===== config.mk =====
export PLATFORM = sky130hd
export DESIGN_NAME = rc_channel_frame_decoder_core
export DESIGN_NICKNAME = d
export VERILOG_FILES = /design/src/hw/rtl/rcfd_pkg.sv /design/src/hw/rtl/rcfd_front.sv /design/src/hw/rtl/rcfd_queue.sv /design/src/hw/rtl/rcfd_back.sv /design/src/hw/rtl/rc_channel_frame_decoder_core.sv
export SDC_FILE = /design/constraint.sdc
export NUM_CORES = 1
export LEC_CHECK = 0
export CORE_ASPECT_RATIO = 1.4
export CORE_MARGIN = 2
export CORE_UTILIZATION = 30
export DETAILED_ROUTE_END_ITERATION = 6
export DONT_BUFFER_PORTS = 1
export PLACE_DENSITY = 0.52
export RECOVER_POWER = 100
export SYNTH_ARGS = -nofsm -noshare
export SYNTH_HDL_FRONTEND = slang
export SYNTH_SLANG_ARGS = --single-unit

===== constraint.sdc =====
create_clock -name i_clk -period 17.86 [get_ports i_clk]
set_input_delay 3.572 -clock i_clk [delete_from_list [all_inputs] [get_ports i_clk]]
set_output_delay 3.572 -clock i_clk [all_outputs]
set_load 0.005 [all_outputs]

===== src/hw/rtl/rcfd_pkg.sv =====
`timescale 1ns / 1ps

package rcfd_pkg;

    localparam int PAYLOAD_BYTES     = 22;
    localparam int PAYLOAD_W         = PAYLOAD_BYTES * 8;
    localparam int TYPE_POS          = 2;
    localparam int FIRST_PAYLOAD_POS = 3;
    localparam int LAST_PAYLOAD_POS  = FIRST_PAYLOAD_POS + PAYLOAD_BYTES - 1;
    localparam int STORE_IDX_W       = $clog2(PAYLOAD_BYTES);
    localparam int CHAN_W            = 11;

    localparam logic [7:0]  CRC_POLY        = 8'hD5;
    localparam logic [7:0]  CFG_TYPE_RESET  = 8'd22;
    localparam logic [7:0]  COUNT_MAX       = 8'd255;
    localparam logic [10:0] CHAN_MAX        = 11'h7FF;
    localparam logic [10:0] PULSE_BASE      = 11'd988;

    typedef enum logic [2:0] {
        ST_OK            = 3'd0,
        ST_TOO_SHORT     = 3'd1,
        ST_CRC_BAD       = 3'd2,
        ST_OTHER_TYPE    = 3'd3,
        ST_PAYLOAD_SHORT = 3'd4
    } t_status;

    typedef struct packed {
        logic [7:0] data_byte;
        logic       last_byte;
    } t_in_item;

    typedef struct packed {
        t_status     status;
        logic [3:0]  channel_index;
        logic [10:0] channel_value;
        logic [10:0] pulse_us;
        logic        last_result;
    } t_out_item;

    // One judged frame on its way from front to back
    typedef struct packed {
        t_status                status;
        logic [PAYLOAD_W-1:0]   payload;
    } t_job;

    function automatic logic [7:0] crc_fold(input logic [7:0] crc, input logic [7:0] b);
        logic [7:0] c;
        c = crc ^ b;
        for (int k = 0; k < 8; k++) begin
            if (c[7]) begin
                c = {c[6:0], 1'b0} ^ CRC_POLY;
            end else begin
                c = {c[6:0], 1'b0};
            end
        end
        return c;
    endfunction

endpackage


===== src/hw/rtl/rcfd_front.sv =====
`timescale 1ns / 1ps

module rcfd_front (
    input  logic              i_clk,
    input  logic              i_rst_n,
    input  logic              i_valid,
    input  rcfd_pkg::t_in_item i_item,
    input  logic [7:0]        i_cfg_type,
    input  logic              i_q_full,
    output logic              o_ready,
    output logic              o_push,
    output rcfd_pkg::t_job    o_job
);
    import rcfd_pkg::*;

    logic [7:0] r_byte_count, n_byte_count;
    logic [7:0] r_crc, n_crc;
    logic [7:0] r_frame_type, n_frame_type;
    logic [7:0] r_store [PAYLOAD_BYTES];

    logic       w_accept;
    logic [7:0] w_pos;
    logic [7:0] w_byte;
    t_status    w_status;

    assign o_ready  = !i_q_full;
    assign w_accept = i_valid && o_ready;
    assign w_pos    = r_byte_count;
    assign w_byte   = i_item.data_byte;

    // Judge the frame in check order on its final byte
    always_comb begin
        if (w_pos < 8'(FIRST_PAYLOAD_POS)) begin
            w_status = ST_TOO_SHORT;
        end else if (r_crc != w_byte) begin
            w_status = ST_CRC_BAD;
        end else if (r_frame_type != i_cfg_type) begin
            w_status = ST_OTHER_TYPE;
        end else if (w_pos < 8'(LAST_PAYLOAD_POS + 1)) begin
            w_status = ST_PAYLOAD_SHORT;
        end else begin
            w_status = ST_OK;
        end
    end

    always_comb begin
        n_byte_count = r_byte_count;
        n_crc        = r_crc;
        n_frame_type = r_frame_type;
        if (w_accept) begin
            if (i_item.last_byte) begin
                n_byte_count = '0;
                n_crc        = '0;
                n_frame_type = '0;
            end else begin
                if (w_pos == 8'(TYPE_POS)) begin
                    n_frame_type = w_byte;
                end
                if (w_pos >= 8'(TYPE_POS)) begin
                    n_crc = crc_fold(r_crc, w_byte);
                end
                if (r_byte_count != COUNT_MAX) begin
                    n_byte_count = r_byte_count + 8'd1;
                end
            end
        end
    end

    always_ff @(posedge i_clk) begin
        if (!i_rst_n) begin
            r_byte_count <= '0;
            r_crc        <= '0;
            r_frame_type <= '0;
        end else begin
            r_byte_count <= n_byte_count;
            r_crc        <= n_crc;
            r_frame_type <= n_frame_type;
        end
    end

    always_ff @(posedge i_clk) begin
        if (w_accept && !i_item.last_byte && w_pos >= 8'(FIRST_PAYLOAD_POS)
                && w_pos <= 8'(LAST_PAYLOAD_POS)) begin
            r_store[STORE_IDX_W'(w_pos - 8'(FIRST_PAYLOAD_POS))] <= w_byte;
        end
    end

    assign o_push = w_accept && i_item.last_byte;

    always_comb begin
        o_job.status = w_status;
        for (int i = 0; i < PAYLOAD_BYTES; i++) begin
            o_job.payload[8*i +: 8] = r_store[i];
        end
    end

endmodule


===== src/hw/rtl/rcfd_queue.sv =====
`timescale 1ns / 1ps

module rcfd_queue (
    input  logic           i_clk,
    input  logic           i_rst_n,
    input  logic           i_push,
    input  rcfd_pkg::t_job i_job,
    input  logic           i_pop,
    output logic           o_full,
    output logic           o_valid,
    output rcfd_pkg::t_job o_job
);
    import rcfd_pkg::*;

    t_job       r_entry [2];
    logic       r_wr_ptr, r_rd_ptr;
    logic [1:0] r_count, n_count;
    logic       w_do_push, w_do_pop;

    assign o_full    = (r_count == 2'd2);
    assign o_valid   = (r_count != 2'd0);
    assign o_job     = r_entry[r_rd_ptr];
    assign w_do_push = i_push && !o_full;
    assign w_do_pop  = i_pop && o_valid;

    always_comb begin
        n_count = r_count;
        if (w_do_push && !w_do_pop) begin
            n_count = r_count + 2'd1;
        end else if (w_do_pop && !w_do_push) begin
            n_count = r_count - 2'd1;
        end
    end

    always_ff @(posedge i_clk) begin
        if (!i_rst_n) begin
            r_wr_ptr <= 1'b0;
            r_rd_ptr <= 1'b0;
            r_count  <= '0;
        end else begin
            r_count <= n_count;
            if (w_do_push) begin
                r_wr_ptr <= !r_wr_ptr;
            end
            if (w_do_pop) begin
                r_rd_ptr <= !r_rd_ptr;
            end
        end
    end

    always_ff @(posedge i_clk) begin
        if (w_do_push) begin
            r_entry[r_wr_ptr] <= i_job;
        end
    end

endmodule


===== src/hw/rtl/rcfd_back.sv =====
`timescale 1ns / 1ps

module rcfd_back #(
    parameter int NUM_CHANNELS = 16
) (
    input  logic                i_clk,
    input  logic                i_rst_n,
    input  logic                i_q_valid,
    input  rcfd_pkg::t_job      i_q_job,
    output logic                o_pop,
    output logic                o_valid,
    input  logic                i_ready,
    output rcfd_pkg::t_out_item o_item
);
    import rcfd_pkg::*;

    localparam logic [3:0] LAST_CH = 4'(NUM_CHANNELS - 1);

    t_job       r_job;
    logic       r_busy;
    logic [3:0] r_ch;
    logic       r_out_valid;
    t_out_item  r_out, w_res;

    logic        w_advance, w_fire, w_cur_last, w_done;
    logic [7:0]  w_bit_base;
    logic [10:0] w_value;

    assign w_advance  = !r_out_valid || i_ready;
    assign w_cur_last = (r_job.status != ST_OK) || (r_ch == LAST_CH);
    assign w_fire     = r_busy && w_advance;
    assign w_done     = w_fire && w_cur_last;
    assign o_pop      = i_q_valid && (!r_busy || w_done);

    // Channel k sits at payload bits 11k..11k+10, LSB first
    assign w_bit_base = {4'd0, r_ch} * 8'(CHAN_W);
    assign w_value    = r_job.payload[w_bit_base +: CHAN_W];

    always_comb begin
        w_res = '{status: r_job.status, channel_index: '0, channel_value: '0,
                  pulse_us: PULSE_BASE, last_result: 1'b1};
        if (r_job.status == ST_OK) begin
            w_res.channel_index = r_ch;
            w_res.channel_value = w_value;
            // v*1024/2047 is v/2, plus one only at full scale
            w_res.pulse_us = PULSE_BASE + {1'b0, w_value[10:1]}
                             + 11'(w_value == CHAN_MAX);
            w_res.last_result = (r_ch == LAST_CH);
        end
    end

    always_ff @(posedge i_clk) begin
        if (!i_rst_n) begin
            r_busy      <= 1'b0;
            r_ch        <= '0;
            r_out_valid <= 1'b0;
        end else begin
            if (o_pop) begin
                r_busy <= 1'b1;
                r_ch   <= '0;
            end else if (w_done) begin
                r_busy <= 1'b0;
            end else if (w_fire) begin
                r_ch <= r_ch + 4'd1;
            end
            if (w_advance) begin
                r_out_valid <= r_busy;
            end
        end
    end

    always_ff @(posedge i_clk) begin
        if (o_pop) begin
            r_job <= i_q_job;
        end
        if (w_fire) begin
            r_out <= w_res;
        end
    end

    assign o_valid = r_out_valid;
    assign o_item  = r_out;

endmodule


===== src/hw/rtl/rc_channel_frame_decoder_core.sv =====
`timescale 1ns / 1ps
// A frame's first result goes through the frame queue, job register and output register.
// One byte per cycle in while the frame queue has room; one result per cycle out
//   while output is taken; a good frame yields NUM_CHANNELS results, a bad one a single.
// The two-entry frame queue between decode and emit sets how far input runs ahead.
// Reset (synchronous, active low) clears counters, CRC, queue and output valid.
module rc_channel_frame_decoder_core #(
    parameter int NUM_CHANNELS = 16
) (
    input  logic                i_clk,
    input  logic                i_rst_n,
    input  logic                i_in_valid,
    output logic                o_in_ready,
    input  rcfd_pkg::t_in_item  i_in_data,
    output logic                o_out_valid,
    input  logic                i_out_ready,
    output rcfd_pkg::t_out_item o_out_data,
    input  logic                i_cfg_we,
    input  logic [7:0]          i_cfg_wdata
);
    import rcfd_pkg::*;

    // Frame type that marks a packed channel frame
    logic [7:0] r_cfg_type;

    logic w_push, w_q_full, w_q_valid, w_pop;
    t_job w_push_job, w_q_job;

    always_ff @(posedge i_clk) begin
        if (!i_rst_n) begin
            r_cfg_type <= CFG_TYPE_RESET;
        end else if (i_cfg_we) begin
            r_cfg_type <= i_cfg_wdata;
        end
    end

    // Front: count bytes, run the CRC, hold the payload, judge on the final byte
    rcfd_front u_front (
        .i_clk      (i_clk),
        .i_rst_n    (i_rst_n),
        .i_valid    (i_in_valid),
        .i_item     (i_in_data),
        .i_cfg_type (r_cfg_type),
        .i_q_full   (w_q_full),
        .o_ready    (o_in_ready),
        .o_push     (w_push),
        .o_job      (w_push_job)
    );

    // Queue: each entry carries a status and a snapshot of the payload, so the
    // front may fill the next frame while the back still emits this one
    rcfd_queue u_queue (
        .i_clk   (i_clk),
        .i_rst_n (i_rst_n),
        .i_push  (w_push),
        .i_job   (w_push_job),
        .i_pop   (w_pop),
        .o_full  (w_q_full),
        .o_valid (w_q_valid),
        .o_job   (w_q_job)
    );

    // Back: unpack one channel per transfer into the output register, or one status result for a bad frame
    rcfd_back #(
        .NUM_CHANNELS (NUM_CHANNELS)
    ) u_back (
        .i_clk     (i_clk),
        .i_rst_n   (i_rst_n),
        .i_q_valid (w_q_valid),
        .i_q_job   (w_q_job),
        .o_pop     (w_pop),
        .o_valid   (o_out_valid),
        .i_ready   (i_out_ready),
        .o_item    (o_out_data)
    );

`ifndef NO_ASSERTIONS
    a_no_overflow: assert property (@(posedge i_clk) disable iff (!i_rst_n)
        w_push |-> !w_q_full)
        else $error("frame queue written while full");

    a_bad_frame_single: assert property (@(posedge i_clk) disable iff (!i_rst_n)
        (o_out_valid && o_out_data.status != ST_OK) |->
            (o_out_data.last_result && o_out_data.channel_value == '0
             && o_out_data.pulse_us == PULSE_BASE))
        else $error("status result not a single cleared result");

    a_next_channel: assert property (@(posedge i_clk) disable iff (!i_rst_n)
        (o_out_valid && i_out_ready && o_out_data.status == ST_OK
         && !o_out_data.last_result) |=>
            (o_out_valid && o_out_data.status == ST_OK
             && o_out_data.channel_index == $past(o_out_data.channel_index) + 4'd1))
        else $error("channel burst broken");
`endif

endmodule

# Yosys cells after proc, flatten, opt, wreduce, memory -nomap -nowiden

Memory sizes are Yosys's and may differ from the RTL's. A register that Yosys moved wholly into a read port is not among the register bits.
Index checks and enable logic that the tools add are counted.

Add/subtract/negate cells: 7
Multipliers: 1
Magnitude comparators: 5
Eq/ne operators: 7
Shift-type cells: 1
Multiplexer cells: 47
Bitwise gates (word level): 11
Reductions and logical operators: 36

Operators with widths:

| cell                                                       | number |
|---|---|
| 2-to-1 mux 8 bit                                           | 35 |
| indexed part select 176 x 9 -> 11 bit                      | 1 |
| inverter 5 bit                                             | 8 |
| >= comparator 8 x 2 -> 1 bit, second input constant        | 2 |
| inequality test 8 bit                                      | 2 |
| logical AND 1 bit                                          | 12 |
| 2-to-1 mux 3 bit                                           | 4 |
| nonzero test 2 bit                                         | 6 |
| adder 10 x 10 -> 11 bit, first input constant              | 1 |
| adder 11 x 1 -> 11 bit                                     | 1 |
| == test 11 bit, second input constant                      | 1 |
| adder 8 x 1 -> 8 bit, second input constant                | 1 |
| == test 8 x 2 -> 1 bit, second input constant              | 1 |
| <= comparator 8 x 5 -> 1 bit, second input constant        | 1 |
| zero test 1 bit                                            | 8 |
| less-than comparator 8 x 2 -> 1 bit, second input constant | 1 |
| less-than comparator 8 x 5 -> 1 bit, second input constant | 1 |
| multiplier 4 x 4 -> 8 bit, second input constant           | 1 |
| inequality test 8 bit, second input constant               | 1 |
| AND reduction 2 bit                                        | 4 |
| XOR 8 bit                                                  | 1 |
| 2-to-1 mux 1 bit                                           | 6 |
| subtractor 5 x 2 -> 5 bit, second input constant           | 1 |
| adder 4 x 1 -> 4 bit, second input constant                | 1 |
| other kinds (10)                                           | 14 |

Flip-flop bits (word level): 72
Memory bits (writable): 534
Output and inout bits: 32
Memories: 2

Memories:

| name            | depth | width | read ports | clocked after Yosys merged registers in | write ports | line             | RTL |
|---|---|---|---|---|---|---|---|
| u_queue.r_entry | 2     | 179   | 1          | 1                                       | 1           | rcfd_queue.sv:15 | `t_job r_entry [2];` |
| u_front.r_store | 22    | 8     | 22         | 0                                       | 1           | rcfd_front.sv:19 | `logic [7:0] r_store [PAYLOAD_BYTES];` |

# Logic depth before layout (Yosys ltp)

Gate-level depths: netlist of run 1.

Depth in word-level cells: 40
Mapped depth: 15

# By module

A second synthesis of run 1 with hierarchy kept.

Cells, all modules: 1402
Area total of the unflattened synthesis: 29316.9 um2

By module, submodules not included:

| module                        | times used | cells an instance | area an instance (um2) | seq. area each (um2) |
|---|---|---|---|---|
| rcfd_queue                    | 1          | 582               | 13565.5                | 10850.4 |
| rcfd_back                     | 1          | 400               | 8363.0                 | 6396.1 |
| rcfd_front                    | 1          | 395               | 7094.3                 | 5765.5 |
| rc_channel_frame_decoder_core | 1          | 25                | 294.0                  | 160.2 |

# Worst setup path after synthesis of run 1

Ideal clock, no wire load.

Path kind: input to register
Start: input port i_in_data[0] (netlist bit)
End: memory u_queue.r_entry[0][0] (netlist bit), enable pin
Library setup time: 0.722 ns
Arrival: 11.443 ns
Setup slack: 5.695 ns
Cell stages on the path: 3
Path buffers: 1
Cells stage by stage: clkbuf_1 > nand2_1 > nor2_1

Cells in the longest elaborated chain, start to end: 4

RTL lines:

| item                                   | line                                | RTL |
|---|---|---|
| from (decl)                            | rc_channel_frame_decoder_core.sv:14 | `input rcfd_pkg::t_in_item i_in_data,` |
| logical AND 1 bit                      | rcfd_front.sv:88                    | `assign o_push = w_accept && i_item.last_byte;` |
| logical AND 1 bit                      | rcfd_queue.sv:23                    | `assign w_do_push = i_push && !o_full;` |
| 2-to-1 mux 1 bit                       | rcfd_queue.sv:52                    | `if (w_do_push) begin` |
| 2-to-1 mux 1 bit (implied by the code) | rcfd_queue.sv:53                    | `r_entry[r_wr_ptr] <= i_job;` |
| to (decl)                              | rcfd_queue.sv:15                    |  |

No other way between the ends.

# Worst setup path after layout of run 1

Start: register u_back.r_ch[0]
End: register u_back.r_job[52] (netlist name)

Cells in the longest elaborated chain, start to end: 5

RTL lines:

| item                   | line            | RTL |
|---|---|---|
| from (decl)            | rcfd_back.sv:21 | `logic [3:0] r_ch;` |
| from (signal assigned) | rcfd_back.sv:64 | `r_ch <= r_ch + 4'd1;` |
| == test 4 bit          | rcfd_back.sv:30 | `assign w_cur_last = (r_job.status != ST_OK) \|\| (r_ch == LAST_CH);` |
| logical OR 1 bit       | rcfd_back.sv:30 |  |
| logical AND 1 bit      | rcfd_back.sv:32 | `assign w_done = w_fire && w_cur_last;` |
| logical OR 1 bit       | rcfd_back.sv:33 | `assign o_pop = i_q_valid && (!r_busy \|\| w_done);` |
| logical AND 1 bit      | rcfd_back.sv:33 |  |
| via u_back.o_pop       | rcfd_back.sv:10 | `output logic o_pop,` |

The timed path passes the listed nets, and every way through them passes these cells.
A chain may end at the register's enable or synchronous reset.

==> flow_metrics.py, run 1 <==
metrics = {
    "synthesis": {
        "synth_area_leaders": "edfxtp_1 78%, mux2_2 7.0%, dfxtp_1 2.9%",
        "ys_ff_latch": 785,
        "synth_cells": 1396,
        "ys_types": 62,
        "ys.flop_type": "edfxtp_1",
        "synth_top_area_frac": 0.775,
        "avgSynthCellArea_um2": 20.6,
        "yosysSeqAreaShare": 0.805,
        "netlist_area_mm2": 0.0288,
        "synth_nets": 1429,
        "synth_warnings": 0,
        "synth_async_sr_flop_share": 0,
        "synth_edf_count": 743,
        "netlist.top_cell.by_area": "edfxtp_1",
    },
    "sta": {
        "setup_violations": 0,
        "rsz0062_at_grt": "no",
        "hold_viol": 0,
        "tightestPinTransition_ns": 5.50,
        "post-route-period-util": 0.607,
        "period_minus_slack_ns": 10.84,
        "fin_worst_skew_ns": 0.0201,
        "final-max-slew-violation-count": 559,
        "clock.fmax_mhz": 92.3,
        "slew_headroom": -2.69,
        "fin_tns_setup_ns": 0,
    },
    "global_route": {
        "grt_antenna_before_repair": 4,
        "grt_pass1_vias": 13200,
        "grt_pass1_wl_um": 87800,
        "grt_overflow": 0,
        "grt_max_degree": 177,
        "grt.total_usage": 0.122,
    },
    "floorplanning": {
        "initial_core_util": 0.302,
        "io_pins": 54,
        "std_cell_rows": 134,
        "die_w_um": 266,
        "fp.coreArea_mm2": 0.0952,
        "die_height_um": 370,
        "dieArea_mm2": 0.0984,
    },
    "critical_path": {
        "cp_common_cell": "o21ai_0",
        "critPathSlowestCell": "clkinvlp_2",
        "crit_arrival_ns": 11.05,
        "path_buf_inv": 3,
        "worstSetupStartpointType": "register",
        "critical_path.max_fanout": 110,
        "path_class": "reg -> reg",
        "cp.required_ns": 18.08,
        "regToRegSetupSlack_ns": 7.02,
        "cpPeakStageDelay_ns": 4.21,
        "r2r-end": "u_back.r_job[52]",
        "crit-reg2reg-launch": "u_back.r_ch[0]",
        "crit_family": "buffers and inverters",
        "critPathCaptureType": "register",
        "cp_cell_sequence": "clkbuf_1 > ha_1 > a21oi_1 > o21ai_0 > o21ai_0 > clkinvlp_2 > buf_4",
        "r2r_cells": 7,
    },
    "place": {
        "dp_hpwl_um": 34200,
        "place.gp.congestion": 0.755,
        "io_buffers": 0,
    },
    "routing": {
        "drt_iter0_markers": 1038,
        "num_vias": 12500,
        "ant_nets": 0,
        "firstDrtPassIters": 5,
        "wl_per_cell_um": 22.0,
        "viasPerCell": 4.58,
        "drcViolationCount": 0,
        "drt-total-wl_um": 59900,
    },
    "clocking": {
        "clockBufferDepth": 3,
        "cts_setup_buffers": 0,
        "ctsHoldBuffers": 0,
        "worst_skew_pair.late_latency_ns": 0.62,
        "clock-sinks": 785,
        "ctsResizeCount": 0,
        "cts_tree": "yes",
        "root_buffer": "clkbuf_16",
        "clk_pin_slew_worst_paths_ns": 0.06,
        "numCtsBuffers": 80,
        "h-tree-depth": 3,
    },
    "finish": {
        "fin_nets": 1475,
        "drive_gt1_frac": 0.217,
        "n_antenna_cell": 0,
        "syn_to_final_growth_pct": 13.4,
        "fill_cells": 8903,
    },
    "status": {
        "violations": "max-capacitance violations, max-slew violations",
        "status": "finished with violations",
    },
    "run": {
        "drv_cap": 9,
    },
    "worst_hold_path": {
        "hold_start": "u_front.r_store[21][4]",
        "hold_end": "u_queue.r_entry[0][172]",
        "hold_depth": 0,
        "hold_class": "reg -> reg",
    },
    "power_and_ir_drop": {
        "power_density_mw_per_mm2": 143,
        "p_comb_frac": 0.122,
        "power_uw": 4660,
        "p_switching_uw": 1100,
        "p_int_uw": 3560,
        "seqPwrFrac": 0.530,
        "peakVddDrop_uv": 101,
        "switching_share": 0.236,
        "clkPwrFrac": 0.349,
        "p_leak_uw": 0.0101,
    },
}
==> cell usage after synthesis (3+ instances only) <==
| library cell | n |
|---|---|
| nand3_1 | 9 |
| mux4_2 | 31 |
| a22o_1 | 9 |
| ha_1 | 11 |
| edfxtp_1 | 743 |
| nand2b_1 | 5 |
| nor4_1 | 3 |
| xnor2_1 | 31 |
| nand3b_1 | 5 |
| nor3_1 | 10 |
| nand4_1 | 5 |
| dfxtp_1 | 42 |
| mux2_2 | 179 |
| buf_4 | 5 |
| clkbuf_1 | 37 |
| nor2b_1 | 26 |
| xor2_1 | 12 |
| a21oi_1 | 9 |
| o21a_1 | 3 |
| inv_1 | 11 |
| a22oi_1 | 15 |
| o21ai_0 | 9 |
| mux2i_1 | 14 |
| and2_1 | 16 |
| mux4_1 | 16 |
| a21boi_0 | 4 |
| nand2_1 | 29 |
| or3_1 | 6 |
| nor2_1 | 57 |
| buf_2 | 3 |
==> cell type report <==
class                           count  area, µm²  share of cell area
Clock buffer                       99       2160              0.0661
Sequential cell                   785      23200               0.709
Clock inverter                     42        380              0.0117
Tap cell                         1224       1530              0.0469
Inverter                           12       46.3             0.00142
Multi-Input combinational cell    550       5290               0.162
Timing Repair Buffer               13       83.8             0.00257
==> worst max-delay path by stage <==
stage	startpoint	to	slack (ns)	cells after the start
after floorplan	i_in_data[0]	u_queue.r_entry[0][0]	5.69	3
after global placement	i_out_ready	u_back.r_job[52]	11.16	5
after detailed placement	i_out_ready	u_back.r_job[63]	11.12	5
after CTS	i_out_ready	u_back.r_job[52]	11.79	5
after global routing	u_back.r_ch[0]	u_back.r_job[52]	6.01	7
final	u_back.r_ch[0]	u_back.r_job[52]	7.02	7
==> per-stage QoR <==
stage / cell area [µm²] / std cells / hold WS (ns) / setup slack [ns] / utilization
floorplan: 28800 / 1396 / 0.421 / 5.69 / -
finish: 32600 / 2725 / 0.429 / 7.02 / 0.343
detailed placement: 30200 / 2584 / 0.431 / 11.12 / 0.317
global placement: 30200 / 2584 / 0.422 / 11.16 / 0.317
global route: 32600 / 2725 / 0.450 / 6.01 / 0.343
CTS: 32700 / 2725 / 0.436 / 11.79 / 0.344
==> power by group through the flow <==
stage	combinational (µW)	clock, µW	sequential (µW)
final	567	1620	2470
after global routing	618	1740	2490
after CTS	575	1670	2450
after detailed placement	572	0	2490
after global placement	567	0	2480
after floorplan	418	0	2460
==> kinds of logic (layout without fill, tap and decap cells) <==
family | count (synthesis) | in the layout | share of synthesized area
adders and majority gates | 11 | 11 | 0.00478
DFF | 785 | 785 | 0.805
xor gates and xnor gates | 46 | 46 | 0.0153
AOI/OAI and AO/OA | 68 | 68 | 0.0180
muxes | 240 | 240 | 0.114
and+or+nand+nor | 185 | 185 | 0.0331
buffers and inverters | 61 | 166 | 0.0104
==> layout by cell type, fill, tap and decap left out, drive strengths merged, types with 6 or more instances in the layout <==
cell type / count
xnor2: 32
mux4: 47
dfxtp: 42
buf: 6
nand3: 9
a21oi: 9
o21ai: 10
ha: 11
clkbuf: 106
nand2: 29
nor2b: 26
or3: 6
and2: 17
nor3: 10
mux2: 179
a22oi: 15
inv: 15
a22o: 9
mux2i: 14
xor2: 12
edfxtp: 743
nor2: 60
clkinv: 29
bufinv: 6
==> state kept, by name, summed over array words and instances (netlist names) <==
name,count
u_queue.r_entry,358
u_back.r_ch,4
u_back.r_busy,1
u_queue.r_rd_ptr,1
u_front.r_byte_count,8
u_front.r_frame_type,8
u_queue.r_wr_ptr,1
u_back.r_job,179
u_back.o_valid,1
u_front.r_crc,8
r_cfg_type,8
u_back.o_item,30
u_queue.r_count,2
u_front.r_store,176
==> worst register-to-register path, delay by kind of cell, from the launching register on <==
| kind | cells | cell delay (ns) |
|---|---|---|
| buf+inv | 3 | 7.68 |
| compound gates | 3 | 1.44 |
| flops | 1 | 0.33 |
| fa+ha+maj | 1 | 0.90 |
==> layer usage <==
layer / routed length (µm) / global-route usage / share of wire / up-vias
li1: - / - / - / 5603
met1: 25400 / 0.154 / 0.42 / 6499
met2: 30600 / 0.211 / 0.51 / 298
met3: 2370 / 0.0191 / 0.040 / 88
met4: 1550 / 0.0455 / 0.026 / 0
met5: 0 / 0 / 0 / -
Note: power is estimated with default switching activity, not from simulation.
==> run 2: changes to the inputs <==
- clock period: 17.86 -> 10.3 ns (I/O delays scaled with it)
==> run 2 against run 1 <==
  * The flow still finishes with violations (max-capacitance violations, max-slew violations)
  * Clock power increased by 73%
  * Via count grew 1.1%
  * Total power rose by 73%
  * Fmax is 56% higher
  * Die area is the same
  * Final cell count rose by 0.29%
  * Sequential power is 73% higher
  * Sequential share of layout area hardly changed
  * Utilization hardly changed
  * Sequential cell count unchanged
  * Largest power group unchanged
  * Highest routed layer unchanged
==> flow_metrics.py, run 2 (synthesized netlist as in run 1, its figures left out) <==
metrics = {
    "status": {
        "status": "finished with violations",
        "violations": "max-capacitance violations, max-slew violations",
    },
    "place": {
        "io_buffers": 0,
        "dp_hpwl_um": 36100,
        "place_inst": 2592,
        "placed_area_mm2": 0.0303,
        "place.gp.congestion": 0.760,
    },
    "floorplanning": {
        "initial_core_util": 0.302,
        "fp.coreArea_mm2": 0.0952,
        "die_w_um": 266,
        "io_pins": 54,
        "dieArea_mm2": 0.0984,
        "die_height_um": 370,
        "std_cell_rows": 134,
    },
    "run": {
        "drv_cap": 11,
    },
    "worst_hold_path": {
        "hold_class": "reg -> reg",
    },
    "clocking": {
        "cts_tree": "yes",
        "ctsHoldBuffers": 0,
        "h-tree-depth": 3,
        "worst_skew_pair.late_latency_ns": 0.62,
        "clock-sinks": 785,
        "root_buffer": "clkbuf_16",
        "clockBufferDepth": 3,
        "clk_pin_slew_worst_paths_ns": 0.07,
        "numCtsBuffers": 76,
        "ctsResizeCount": 0,
        "cts_setup_buffers": 0,
    },
    "critical_path": {
        "critical_path.max_fanout": 44,
        "cpPeakStageDelay_ns": 2.26,
        "regToRegSetupSlack_ns": 3.33,
        "path_buf_inv": 2,
        "cp.required_ns": 10.63,
        "crit_family": "buffers and inverters",
        "critPathSlowestCell": "clkbuf_1",
        "path_class": "reg -> reg",
        "critPathCaptureType": "register",
        "cp_common_cell": "clkbuf_1",
        "worstSetupStartpointType": "register",
        "crit_arrival_ns": 7.29,
        "cp_cell_sequence": "clkbuf_1 > clkbuf_1 > mux2_1",
    },
    "sta": {
        "fin_hold_ws_ns": 0.435,
        "tightestPinTransition_ns": 4.22,
        "final-max-slew-violation-count": 572,
        "hold_viol": 0,
        "post-route-period-util": 0.676,
        "fin_tns_setup_ns": 0,
        "fin_worst_skew_ns": 0.0283,
        "clock.fmax_mhz": 144,
        "rsz0062_at_grt": "no",
        "setup_violations": 0,
        "period_minus_slack_ns": 6.97,
        "slew_headroom": -1.81,
    },
    "power_and_ir_drop": {
        "clkPwrFrac": 0.349,
        "p_comb_frac": 0.119,
        "seqPwrFrac": 0.532,
        "p_int_uw": 6110,
        "power_density_mw_per_mm2": 247,
        "peakVddDrop_uv": 151,
        "p_leak_uw": 0.0101,
        "switching_share": 0.241,
        "p_switching_uw": 1940,
    },
    "finish": {
        "drive_gt1_frac": 0.205,
        "fin_cells": 2733,
        "layout_commonest_cell": "edfxtp_1",
        "syn_to_final_growth_pct": 13.4,
        "regMostFlops": "u_queue.r_entry",
        "largest_reg_flops": 358,
        "fill_cells": 8835,
        "largestRegisters": "u_queue.r_entry (358), u_back.r_job (179), u_front.r_store (176)",
        "stdcell_area_mm2": 0.0326,
        "fin_nets": 1479,
        "final_cell_mix": "743 x edfxtp_1, 152 x mux2_2, 78 x clkbuf_16",
    },
    "routing": {
        "drt-total-wl_um": 62900,
        "num_vias": 12600,
        "wl_per_cell_um": 23.0,
        "ant_nets": 0,
        "drt_iter0_markers": 918,
        "drcViolationCount": 0,
        "firstDrtPassIters": 7,
        "viasPerCell": 4.62,
    },
    "global_route": {
        "grt_max_degree": 146,
        "grt_antenna_before_repair": 3,
        "grt_pass1_vias": 13100,
        "grt_pass1_wl_um": 90500,
        "grt_overflow": 0,
        "grt.total_usage": 0.127,
    },
}
[run 2: final cells by class]
class | instances | area (µm²) | area share
clock inverter | 50 | 505 | 0.0155
multi-input combinational | 550 | 5290 | 0.162
sequential | 785 | 23200 | 0.709
inverter | 12 | 50.0 | 0.00153
timing repair buffer | 21 | 113 | 0.00345
tap | 1224 | 1530 | 0.0469
clock buffer | 90 | 2000 | 0.0612
antenna | 1 | 2.50 | 0.0000767
[run 2: power groups by stage]
stage	Sequential [µW]	Clock (µW)	Combinational, µW
after floorplan	4250	0	725
after global placement	4350	0	971
after detailed placement	4350	0	983
after CTS	4290	2880	987
after global routing	4320	3000	1040
final	4280	2810	958
[run 2: per-stage QoR]
step                power, µW  setup WS [ns]  utilization
global route             8360           2.86        0.343
finish                   8050           3.33        0.343
detailed placement       5340           5.19        0.318
floorplan                4980           2.67            -
global placement         5320           5.21        0.318
CTS                      8160           5.80        0.344
[run 2: layer usage]
layer,GRT usage,vias to the layer above,wire (µm)
met5,0,-,0
met4,0.0394,0,1330
li1,-,5621,-
met3,0.0193,86,2490
met2,0.232,274,33600
met1,0.153,6646,25500
[run 2: worst paths after layout]
path                              to  depth (start not counted)              startpoint
min reg2reg  u_queue.r_entry[0][121]                          0  u_front.r_store[15][1]
min          u_queue.r_entry[0][121]                          0  u_front.r_store[15][1]
max                u_back.r_job[129]                          3        u_queue.r_rd_ptr
max reg2reg        u_back.r_job[129]                          3        u_queue.r_rd_ptr
[run 2: worst reg2reg max path, delay by kind of cell, from the launching register on]
kind     cells  cell delay (ns)
buf+inv      2             4.19
flops        1             1.99
mux          1             0.51
==> run 3: changes to the inputs <==
- PLACE_DENSITY: 0.52 -> 0.53
- clock period: 10.3 -> 5.6 ns (I/O delays scaled with it)
==> run 3 against run 2 <==
  * The run still ends with max-capacitance violations, max-slew violations left
  * Die area unchanged
  * Combinational power up 75%
  * Total power up 84%
  * Setup slack got worse by 2.3 ns
  * Hold slack improved by 0.0025 ns
==> flow_metrics.py, run 3 (synthesized netlist as in run 1, its figures left out) <==
metrics = {
    "critical_path": {
        "crit_arrival_ns": 4.86,
        "critPathCaptureType": "register",
        "crit_family": "simple AND/OR/NAND/NOR gates",
        "path_class": "reg -> reg",
        "crit-reg2reg-launch": "u_queue.r_count[0]",
        "path_buf_inv": 1,
        "critPathSlowestCell": "and3_1",
        "r2r-end": "u_queue.r_entry[1][129]",
        "regToRegSetupSlack_ns": 1.00,
        "cpPeakStageDelay_ns": 2.19,
        "cp_cell_sequence": "nand2b_1 > and2_0 > and3_1 > clkbuf_2",
        "cp.required_ns": 5.86,
        "critical_path.max_fanout": 51,
        "worstSetupStartpointType": "register",
        "r2r_cells": 4,
    },
    "floorplanning": {
        "initial_core_util": 0.302,
        "die_w_um": 266,
        "io_pins": 54,
        "dieArea_mm2": 0.0984,
        "fp.coreArea_mm2": 0.0952,
        "die_height_um": 370,
        "std_cell_rows": 134,
    },
    "power_and_ir_drop": {
        "power_uw": 14800,
        "clkPwrFrac": 0.336,
        "p_comb_frac": 0.114,
        "power_density_mw_per_mm2": 455,
        "peakVddDrop_uv": 466,
        "p_int_uw": 11100,
        "p_switching_uw": 3740,
        "p_leak_uw": 0.0101,
        "seqPwrFrac": 0.550,
        "switching_share": 0.253,
    },
    "clocking": {
        "cts_setup_buffers": 0,
        "clockBufferDepth": 3,
        "clk_pin_slew_worst_paths_ns": 0.06,
        "clock-sinks": 785,
        "ctsResizeCount": 0,
        "cts_tree": "yes",
        "ctsHoldBuffers": 0,
        "numCtsBuffers": 76,
        "root_buffer": "clkbuf_16",
        "worst_skew_pair.late_latency_ns": 0.65,
        "h-tree-depth": 3,
    },
    "finish": {
        "fill_cells": 8894,
        "drive_gt1_frac": 0.211,
        "fin_nets": 1475,
        "syn_to_final_growth_pct": 13.1,
        "n_antenna_cell": 0,
        "layout_commonest_cell": "edfxtp_1",
        "seq_area_mm2": 0.0232,
        "largest_reg_flops": 358,
        "largestRegisters": "u_queue.r_entry (358), u_back.r_job (179), u_front.r_store (176)",
        "regMostFlops": "u_queue.r_entry",
        "multi_input_area_mm2": 0.00529,
        "final_cell_mix": "743 x edfxtp_1, 169 x mux2_2, 76 x clkbuf_16",
    },
    "sta": {
        "fin_worst_skew_ns": 0.0189,
        "period_minus_slack_ns": 4.60,
        "tightestPinTransition_ns": 3.07,
        "slew_headroom": -1.04,
        "rsz0062_at_grt": "no",
        "fin_tns_setup_ns": 0,
        "post-route-period-util": 0.821,
        "hold_viol": 0,
        "clock.fmax_mhz": 218,
        "setup_violations": 0,
        "final-max-slew-violation-count": 541,
    },
    "status": {
        "violations": "max-capacitance violations, max-slew violations",
        "status": "finished with violations",
    },
    "routing": {
        "wl_per_cell_um": 24.0,
        "drt-total-wl_um": 65400,
        "drt_iter0_markers": 976,
        "drcViolationCount": 0,
        "num_vias": 12600,
        "viasPerCell": 4.62,
        "ant_nets": 0,
        "firstDrtPassIters": 5,
    },
    "worst_hold_path": {
        "hold_end": "u_queue.r_entry[0][63]",
        "hold_depth": 0,
        "hold_start": "u_front.r_store[7][7]",
        "hold_class": "reg -> reg",
    },
    "place": {
        "io_buffers": 0,
        "dp_hpwl_um": 39400,
        "place.gp.congestion": 0.806,
    },
    "global_route": {
        "grt.total_usage": 0.133,
        "grt_pass1_wl_um": 92900,
        "grt_overflow": 0,
        "grt_antenna_before_repair": 2,
        "grt_pass1_vias": 12900,
        "grt_max_degree": 175,
    },
    "run": {
        "drv_cap": 12,
    },
}
## run 3: changes by cell type in the layout (fill, tap and decap cells not counted), moves of 4 or more
| cell | delta |
|---|---|
| inv_6 | -4 |
| mux2_2 | +17 |
| mux2_1 | -17 |
| clkinv_2 | -4 |
| buf_4 | -4 |
| bufinv_16 | -4 |
## run 3: layout make-up
class / instances / share of cell area
multi-input combinational: 550 / 0.163
clock inverter: 44 / 0.0126
sequential: 785 / 0.712
tap: 1224 / 0.0471
inverter: 12 / 0.00142
timing repair buffer: 17 / 0.00331
clock buffer: 93 / 0.0613
## run 3: metal layers
| layer | vias up | wire, µm | track usage | part of all wire |
|---|---|---|---|---|
| met2 | 300 | 33500 | 0.231 | 0.51 |
| met3 | 82 | 2730 | 0.0246 | 0.042 |
| met1 | 6599 | 27300 | 0.166 | 0.42 |
| met4 | 0 | 1920 | 0.0489 | 0.029 |
| li1 | 5622 | - | - | - |
| met5 | - | 0 | 0 | 0 |
## run 3: power groups by stage
stage	clock (µW)	sequential, µW	combinational, µW
after floorplan	0	7810	1330
after global placement	0	8300	1710
after detailed placement	0	8260	1740
after CTS	5100	8150	1750
after global routing	5320	8190	1830
final	4980	8130	1680
## run 3: worst max-delay path by stage
| stage | startpoint | depth (start not counted) | endpoint |
|---|---|---|---|
| 2_1_floorplan | i_out_ready | 4 | u_back.r_job[0] |
| 3_3_place_gp | u_back.r_ch[0] | 12 | u_back.o_item[10] |
| 3_5_place_dp | u_back.r_ch[0] | 12 | u_back.o_item[10] |
| 4_1_cts | u_back.r_ch[1] | 12 | u_back.o_item[10] |
| 5_1_grt | u_queue.r_count[0] | 4 | u_queue.r_entry[1][129] |
| 6_report | u_queue.r_count[0] | 4 | u_queue.r_entry[1][129] |
## run 3: per-stage QoR
| step | worst slack (ns) | hold slack, ns | cells | util | cell area, µm² |
|---|---|---|---|---|---|
| 4_1_cts | 1.33 | 0.434 | 2725 | 0.343 | 32700 |
| 3_5_place_dp | 1.35 | 0.429 | 2588 | 0.318 | 30300 |
| 5_1_grt | 0.581 | 0.446 | 2725 | 0.342 | 32500 |
| 2_1_floorplan | 0.0491 | 0.421 | 1396 | - | 28800 |
| 6_report | 1.00 | 0.438 | 2725 | 0.342 | 32500 |
| 3_3_place_gp | 1.44 | 0.422 | 2588 | 0.318 | 30300 |
